<file path="config.mk">
export PLATFORM = sky130hd
export DESIGN_NAME = bary_queue
export DESIGN_NICKNAME = d
export VERILOG_FILES = /design/src/hdl/bary_pkg.sv /design/src/hdl/bary_queue.sv
export SDC_FILE = /design/constraint.sdc
export NUM_CORES = 1
export LEC_CHECK = 0
export ABC_AREA = 0
export BUFFER_PORTS_ARGS = -buffer_cell sky130_fd_sc_hd__buf_2
export CAP_MARGIN = 10
export CORE_MARGIN = 2
export CORE_UTILIZATION = 25
export DETAILED_ROUTE_END_ITERATION = 8
export GPL_TIMING_DRIVEN = 0
export SYNTH_ARGS = -nofsm -noshare
export SYNTH_HDL_FRONTEND = slang
export SYNTH_SLANG_ARGS = --single-unit
export TNS_END_PERCENT = 1
</file>
<file path="constraint.sdc">
create_clock -name clk -period 12.02 [get_ports clk]
set_clock_uncertainty 0.1 [all_clocks]
set_input_delay 3.606 -clock clk [delete_from_list [all_inputs] [get_ports clk]]
set_output_delay 3.606 -clock clk [all_outputs]
set_load 0.01 [all_outputs]
</file>
<file path="src/hdl/bary_pkg.sv">
// Package for barycentric_coordinates_2d: constants and request types.
package bary_pkg;

  localparam int CoordBitsDefault = 16;
  localparam int FracBitsDefault  = 16;
  localparam int WeightBits       = 32;
  localparam int QueueDepth       = 4;

  // Front stage result handed to the back end: numerators and denominator.
  // Widths cover the largest COORD_BITS (24): products need 2*(C+1)+1 bits.
  localparam int ProdMax = 2 * (24 + 1) + 1;

  typedef struct packed {
    logic signed [ProdMax-1:0] num0;
    logic signed [ProdMax-1:0] num1;
    logic signed [ProdMax-1:0] den;
  } bary_req_t;

endpackage

</file>
<file path="src/hdl/bary_queue.sv">
// Small FIFO of requests between front and back ends.
module bary_queue import bary_pkg::*; (
  input  logic      clk,
  input  logic      rst,
  input  logic      wr_valid,
  output logic      wr_ready,
  input  bary_req_t wr_data,
  output logic      rd_valid,
  input  logic      rd_ready,
  output bary_req_t rd_data
);

  localparam int AW = $clog2(QueueDepth);

  bary_req_t     slots [QueueDepth];
  logic [AW-1:0] wr_ptr, rd_ptr;
  logic [AW:0]   count;
  logic          push, pop;

  assign wr_ready = count != (AW+1)'(QueueDepth);
  assign rd_valid = count != '0;
  assign push     = wr_valid && wr_ready;
  assign pop      = rd_valid && rd_ready;
  assign rd_data  = slots[rd_ptr];

  always_ff @(posedge clk) begin
    if (rst) begin
      wr_ptr <= '0;
      rd_ptr <= '0;
      count  <= '0;
    end else begin
      if (push) wr_ptr <= wr_ptr + 1'b1;
      if (pop)  rd_ptr <= rd_ptr + 1'b1;
      count <= count + (AW+1)'(push) - (AW+1)'(pop);
    end
    if (push) slots[wr_ptr] <= wr_data;
  end

  assert property (@(posedge clk) disable iff (rst) count <= (AW+1)'(QueueDepth))
    else $error("queue overfill");
  assert property (@(posedge clk) disable iff (rst) (push && !pop) |=> count != '0)
    else $error("queue push lost");
  assert property (@(posedge clk) disable iff (rst)
    (count == '0) |-> (wr_ptr == rd_ptr)) else $error("queue pointers disagree");

endmodule

</file>
After elaboration in Yosys (flattened, before gate mapping) --
Memories as Yosys holds them, arrays and structs flattened. A register that Yosys moved wholly into a read port is not among the register bits. Index checks and enable logic that the tools add are counted.
Storage, ports and cells: register bits 7, RAM bits 612, input bits 157, output and inout bits 155, logic and storage cells 16, memories kept 1
Operators by class: $add $sub $neg 4, equality and inequality tests 1, mux-type cells 4, reductions and logical operators 3
Memory list:
- slots | depth 4, bits a word 153, rd ports 1, clocked after Yosys merged registers in 1, write ports 1, RTL line bary_queue.sv:15 | bary_req_t slots [QueueDepth];
Operator list (count):
- 2-bit by 1-bit adder with 2-bit output (second input constant) | 2
- 2-bit two-way mux | 2
- 3-bit by 1-bit adder with 3-bit output | 1
- 3-bit inequality test (second input constant) | 1
- 3-bit nonzero test | 1
- 3-bit by 1-bit subtractor with 3-bit output | 1
- 1-bit logical AND | 2
- 1-bit two-way mux | 2

Longest topological paths before layout --
Gate-level depths: netlist (run 1).
depth after elaboration 4, mapped depth 11, depth with buffers taken out 11

Worst setup path after synthesis (run 1) --
No wires, ideal clock.
path kind input port to flip-flop, start input wr_valid, end memory slots[0][0] in the netlist's numbering, enable pin, arrival 7516 ps, setup slack 3873 ps, cell stages on the path 2, path buffers 0, path through a21boi_1 -> and2_1
On the way: longest elaborated chain between the ends 3
RTL lines:
- start, declared | RTL line bary_queue.sv:5 | input logic wr_valid,
- 1-bit logical AND | RTL line bary_queue.sv:22 | assign push = wr_valid && wr_ready;
- 1-bit two-way mux | RTL line bary_queue.sv:36 | if (push) slots[wr_ptr] <= wr_data;
- 1-bit two-way mux (not written as such) | RTL line bary_queue.sv:36
- end, declared | RTL line bary_queue.sv:15
Every way passes these cells.

==> impl_metrics.env, run 1 <==
export IMPL_status="finished clean"
export IMPL_grt_overflow_total=0
export IMPL_setup_viol=0
export IMPL_ir_worst_vdd_mv=0.141
export IMPL_ctsLongestPathBuffers=3
export IMPL_vias=10300
export IMPL_cp_max_fo=10
export IMPL_crit_chain="buf_2 -> buf_1 -> mux4_2 -> buf_2"
export IMPL_power_density_mw_per_mm2=223
export IMPL_hpwl_um=31400
export IMPL_hold_class="reg -> reg"
export IMPL_reg2regPathDepth=5
export IMPL_yosysMostFrequentCell="edfxtp_1"
export IMPL_cts_htree_levels=3
export IMPL_cts_repair_resized=0
export IMPL_synth_flop_cell="edfxtp_1"
export IMPL_ant_nets=0
export IMPL_cts_buffers=70
export IMPL_synth_seq_area_share=0.825
export IMPL_timing_rr_end="slots[2][91]$_DFFE_PP_"
export IMPL_io_pins=312
export IMPL_clk_pin_slew_ns=0.06
export IMPL_syn_inst=848
export IMPL_synth_edf_count=612
export IMPL_rsz0062_at_grt="no"
export IMPL_finalSetupTns_ns=0
export IMPL_firstDrtPassIters=5
export IMPL_power_leakage_nw=9.31
export IMPL_critical_path_required_ns=8.31
export IMPL_grt_pass1_vias=11300
export IMPL_max_cap_viol_count=0
export IMPL_r2r_slack_ns=9.21
export IMPL_drv_slew=0
export IMPL_fin_nets=1406
export IMPL_critPathCapture="rd_data[34]"
export IMPL_min_period_over_period=0.524
export IMPL_io_buffers=310
export IMPL_drive_gt1_frac=0.469
export IMPL_die_w_um=304
export IMPL_routed_via_density=4.16
export IMPL_drt_total_wl_um=48000
export IMPL_tightestPinTransition_ns=0.944
export IMPL_final_hold_violation_count=0
export IMPL_dieHeight_um=304
export IMPL_cpMaxStageDelayCell="buf_1"
export IMPL_drt_wirelength_per_cell_um=19.4
export IMPL_rows=110
export IMPL_netlist_area_mm2=0.0225
export IMPL_core_area_mm2=0.0896
export IMPL_finalWeightedCongestion=0.670
export IMPL_grt_max_degree=53
export IMPL_timing_fmax_mhz=159
export IMPL_start_kind="register"
export IMPL_yosys_warnings=0
export IMPL_max_stage_delay_ns=0.75
export IMPL_critPathKind="reg -> out"
export IMPL_post_cts_buffers=0
export IMPL_first_iter_violations=640
export IMPL_initial_core_util=0.251
export IMPL_synth_top_area_cell="edfxtp_1"
export IMPL_grt_pass1_wl_um=71600
export IMPL_grt_usage=0.104
export IMPL_ys_ff_latch=621
export IMPL_synthArstFlopShare=0
export IMPL_syn2layout_area_growth_pct=25.8
export IMPL_crit_arrival_ns=2.59
export IMPL_synth_top_cells_by_area="edfxtp_1, mux4_2, dfxtp_1"
export IMPL_clock_sinks=621
export IMPL_crit_top_cell="buf_2"
export IMPL_die_area_mm2=0.0924
export IMPL_clk_latency_ns=0.60
export IMPL_synth_fp_nets=1012
export IMPL_synth_top_area_share=0.817
export IMPL_drc=0
export IMPL_syn_avg_cell_area_um2=26.5
export IMPL_cts_hold_buffers=0
export IMPL_fin_hold_ws_ns=0.438
export IMPL_cts_root_buffer="clkbuf_16"
export IMPL_worstSetupEndpointType="output port"
export IMPL_fin_crit_ns=6.30
export IMPL_maxSlewHeadroom=0.371
export IMPL_antenna_found_initial=11
export IMPL_r2r_start="count[1]$_SDFF_PP0_"
export IMPL_synth_commonest_cells="edfxtp_1, mux4_2, buf_2"
export IMPL_ys_types=24
export IMPL_cts_tree="yes"
==> how the worst min path moves through the flow <==
stage,startpoint,to,slack (ns),cells after the start
2_1_floorplan,wr_ptr[1]$_SDFFE_PP0P_,wr_ptr[1]$_SDFFE_PP0P_,0.38,2
3_3_place_gp,wr_ptr[1]$_SDFFE_PP0P_,wr_ptr[1]$_SDFFE_PP0P_,0.40,2
3_5_place_dp,wr_ptr[1]$_SDFFE_PP0P_,wr_ptr[1]$_SDFFE_PP0P_,0.42,2
4_1_cts,wr_ptr[1]$_SDFFE_PP0P_,wr_ptr[1]$_SDFFE_PP0P_,0.43,2
5_1_grt,wr_ptr[1]$_SDFFE_PP0P_,wr_ptr[1]$_SDFFE_PP0P_,0.46,2
6_report,wr_ptr[1]$_SDFFE_PP0P_,wr_ptr[1]$_SDFFE_PP0P_,0.44,2
==> per-stage QoR <==
stage	utilization	std cells	instance area [um2]	power, mW	setup WS (ns)
floorplan	-	848	22500	3.62	3.87
global placement	0.285	2334	25500	4.22	0.481
detailed placement	0.289	2346	25900	4.20	6.10
CTS	0.316	2475	28300	6.44	5.50
global route	0.316	2475	28300	6.60	5.51
finish	0.316	2478	28300	6.30	5.72
==> final cells by class <==
type	count	area (um2)
Antenna cell	3	7.51
Buffer	35	220
Clock buffer	90	1930
Clock inverter	39	492
Fill cell	8534	61300
Inverter	5	18.8
Multi-Input combinational cell	187	3720
Sequential cell	621	18600
Tap cell	1176	1470
Timing Repair Buffer	322	1880
==> report_power, final <==
group,internal [mW],switching (mW)
combinational,0.640,0.762
sequential,2.65,0.0511
clock,1.36,0.837
total,4.65,1.65
==> logic make-up (layout without fill, tap and decap cells) <==
family,after synthesis,in the layout,share of synthesized area
fa+ha+maj,7,7,0.00423
flops,621,621,0.825
simple gates,19,19,0.00423
compound gates,3,3,0.00111
xor+xnor,3,3,0.00117
buf+inv,40,491,0.0106
mux,155,155,0.154
other cells,0,3,0
==> critical path: cells and delay by family (launching register included) <==
kind                   cells  cell delay, ns
buffers and inverters      3            1.25
muxes                      1            0.43
DFF                        1            0.30
==> state kept, by name, summed over array words and instances (netlist names), named ones only <==
name / flops
count: 3
rd_ptr: 2
slots: 612
wr_ptr: 2
==> cells in the final DEF, fill, tap and decap left out, drive strengths merged <==
| master | Yosys | final |
|---|---|---|
| a21boi | 1 | 1 |
| and2 | 5 | 5 |
| buf | 28 | 350 |
| bufinv | 0 | 10 |
| clkbuf | 7 | 97 |
| clkinv | 0 | 19 |
| clkinvlp | 0 | 4 |
| dfxtp | 9 | 9 |
| diode | 0 | 3 |
| edfxtp | 612 | 612 |
| fa | 1 | 1 |
| ha | 6 | 6 |
| inv | 5 | 11 |
| mux2 | 1 | 1 |
| mux2i | 1 | 1 |
| mux4 | 153 | 153 |
| nand2 | 1 | 1 |
| nand2b | 2 | 2 |
| nor2 | 8 | 8 |
| nor2b | 1 | 1 |
| nor3 | 1 | 1 |
| o311ai | 1 | 1 |
| o31a | 1 | 1 |
| or3 | 1 | 1 |
| xnor2 | 1 | 1 |
| xor2 | 2 | 2 |
==> metal layers <==
layer | vias up | GRT usage | part of all wire
met2 | 289 | 0.173 | 0.50
met1 | 5439 | 0.123 | 0.40
met4 | 16 | 0.0389 | 0.024
li1 | 4489 | - | -
met5 | - | 0 | 0.0024
met3 | 85 | 0.0384 | 0.079
Power figures use the tool's default switching activity.
==> inputs of run 2 (changes only) <==
Settings changed: ABC_AREA 0 to 1.
Clock period 12.02 ns to 5.7 ns, I/O delays scaled along.
==> run 2 against run 1 <==
  * Critical path depth increased by 2
  * Sequential share of layout area decreased by 1.9 points
  * Combinational power increased by 130%
  * Register-to-register slack got worse by 6.5 ns
  * Final cell count increased by 32%
  * Wire length increased by 36%
  * Area after synthesis increased by 3.0%
  * Critical path type unchanged
  * Largest cell class unchanged
  * Highest routed layer unchanged
==> impl_metrics.env, run 2 <==
export IMPL_status="finished clean"
export IMPL_clk_latency_ns=0.61
export IMPL_drive_gt1_frac=0.254
export IMPL_grt_usage=0.132
export IMPL_power_switching_mw=4.11
export IMPL_cts_repair_resized=0
export IMPL_synth_commonest_cells="edfxtp_1, nor2_1, o21ai_0"
export IMPL_largest_reg_flops=612
export IMPL_internal_power_mw=9.21
export IMPL_crit_arrival_ns=3.24
export IMPL_grt_pass1_vias=13900
export IMPL_syn2layout_area_growth_pct=25.8
export IMPL_io_pins=312
export IMPL_fin_util=0.318
export IMPL_power_mw=13.3
export IMPL_yosys_warnings=0
export IMPL_start_kind="register"
export IMPL_clk_pin_slew_ns=0.06
export IMPL_cpMaxStageDelayCell="o22ai_1"
export IMPL_power_frac_clock=0.334
export IMPL_synth_seq_area_share=0.801
export IMPL_stdcell_count=3261
export IMPL_die_area_mm2=0.0951
export IMPL_maxSlewHeadroom=0.406
export IMPL_post_place_cells=3123
export IMPL_ys_ff_latch=621
export IMPL_synthArstFlopShare=0
export IMPL_drt_total_wl_um=65300
export IMPL_min_period_over_period=0.886
export IMPL_power_density_mw_per_mm2=457
export IMPL_cp_max_fo=10
export IMPL_vias=14300
export IMPL_tightestPinTransition_ns=0.891
export IMPL_setup_viol=0
export IMPL_syn_avg_cell_area_um2=15.0
export IMPL_ys_types=22
export IMPL_routed_via_density=4.39
export IMPL_first_iter_violations=1078
export IMPL_drv_slew=0
export IMPL_worstSetupEndpointType="output port"
export IMPL_final_hold_violation_count=0
export IMPL_ir_worst_vdd_mv=0.261
export IMPL_die_w_um=308
export IMPL_crit_family="buffers and inverters"
export IMPL_final_cell_mix="edfxtp_1, buf_2, nor2_1"
export IMPL_synth_fp_nets=1708
export IMPL_max_cap_viol_count=0
export IMPL_synth_top_cells_by_area="edfxtp_1, o21ai_0, nor2_1"
export IMPL_antenna_found_initial=14
export IMPL_placed_area_mm2=0.0268
export IMPL_drc=0
export IMPL_synth_top_area_cell="edfxtp_1"
export IMPL_grt_overflow_total=0
export IMPL_timing_fmax_mhz=198
export IMPL_cts_hold_buffers=0
export IMPL_hold_class="reg -> reg"
export IMPL_ctsLongestPathBuffers=3
export IMPL_critical_path_required_ns=3.89
export IMPL_netlist_area_mm2=0.0232
export IMPL_final_common_cell="edfxtp_1"
export IMPL_synth_edf_count=612
export IMPL_fillCellCount=9075
export IMPL_p_sw_frac=0.309
export IMPL_grt_max_degree=29
export IMPL_cts_tree="yes"
export IMPL_core_area_mm2=0.0918
export IMPL_finalSetupTns_ns=0
export IMPL_biggestRegsByFlops="slots (612), count (3)"
export IMPL_dieHeight_um=308
export IMPL_post_cts_buffers=0
export IMPL_finalWeightedCongestion=0.716
export IMPL_crit_top_cell="buf_4"
export IMPL_cts_htree_levels=3
export IMPL_max_stage_delay_ns=0.66
export IMPL_critPathKind="reg -> out"
export IMPL_synth_top_area_share=0.793
export IMPL_yosysMostFrequentCell="edfxtp_1"
export IMPL_fin_nets=2118
export IMPL_pre_cts_ws_ns=1.23
export IMPL_seq_power_share=0.424
export IMPL_crit_buf_inv=4
export IMPL_drt_wirelength_per_cell_um=20.0
export IMPL_synth_flop_cell="edfxtp_1"
export IMPL_io_buffers=311
export IMPL_hpwl_um=42700
export IMPL_cts_buffers=72
export IMPL_ant_nets=0
export IMPL_grt_pass1_wl_um=90900
export IMPL_power_leakage_nw=10.0
export IMPL_fin_crit_ns=5.05
export IMPL_cts_root_buffer="clkbuf_16"
export IMPL_p_comb_frac=0.242
export IMPL_syn_inst=1544
export IMPL_regMostFlops="slots"
export IMPL_rows=111
export IMPL_crit_chain="buf_4 -> buf_4 -> clkbuf_1 -> o21ai_0 -> o22ai_1 -> buf_2"
export IMPL_rsz0062_at_grt="no"
export IMPL_clock_sinks=621
export IMPL_initial_core_util=0.252
export IMPL_firstDrtPassIters=5
export IMPL_fin_hold_ws_ns=0.400
export IMPL_final_area_mm2=0.0292
export IMPL_fin_ws_ns=0.648
export IMPL_r2r_slack_ns=2.76
-- run 2: cell count changes after synthesis, sizes merged, moves of 4 or more --
cell,delta
and2,-5
inv,+11
a21oi,+4
mux4,-153
nor2,+311
nand2,+11
o22ai,+153
o21ai,+307
clkbuf,+35
buf,+30
-- run 2: worst register-to-register path, delay by kind of cell (launching register included) --
kind                   cells  cell delay (ns)
DFF                        1             0.39
and+or+nand+nor            4             1.18
buffers and inverters      4             0.94
-- run 2: kinds of logic (layout without fill, tap and decap cells) --
kind of cell | Yosys count | count (layout) | synth area share
DFF | 621 | 621 | 0.801
AOI/OAI and AO/OA | 466 | 466 | 0.109
and+or+nand+nor | 334 | 334 | 0.0543
buffers and inverters | 116 | 583 | 0.0316
adders and majority gates | 7 | 7 | 0.00410
other | 0 | 7 | 0
-- run 2: area by class of cell --
type | count | area [um2] | share of cell area
Buffer | 100 | 664 | 0.0228
Antenna cell | 7 | 17.5 | 0.000601
Timing Repair Buffer | 336 | 2090 | 0.0716
Multi-Input combinational cell | 807 | 3910 | 0.134
Inverter | 16 | 67.6 | 0.00232
Clock inverter | 43 | 367 | 0.0126
Sequential cell | 621 | 18600 | 0.637
Clock buffer | 88 | 1930 | 0.0661
Tap cell | 1243 | 1560 | 0.0533
-- run 2: power groups by stage --
| stage | sequential, mW | combinational [mW] | clock [mW] |
|---|---|---|---|
| 4_1_cts | 5.64 | 3.32 | 4.58 |
| 2_1_floorplan | 5.79 | 1.66 | 0 |
| 3_3_place_gp | 5.88 | 3.15 | 0 |
| 5_1_grt | 5.67 | 3.53 | 4.75 |
| 3_5_place_dp | 5.74 | 3.31 | 0 |
| 6_report | 5.64 | 3.23 | 4.45 |
-- run 2: path summary, 6_finish.rpt --
kind,depth (start not counted),to,from
setup / recovery,6,rd_data[79],register
hold reg to reg,2,rd_ptr[0]$_SDFFE_PP0P_,rd_ptr[0]$_SDFFE_PP0P_
setup reg to reg,8,slots[0][82]$_DFFE_PP_,count[1]$_SDFF_PP0_
hold / removal,2,rd_ptr[0]$_SDFFE_PP0P_,rd_ptr[0]$_SDFFE_PP0P_
-- run 2: routing by layer --
| layer | track usage | routed length (um) |
|---|---|---|
| met1 | 0.170 | 27800 |
| met2 | 0.213 | 30900 |
| met3 | 0.0394 | 4910 |
| met4 | 0.0452 | 1530 |
| met5 | 0 | 119 |
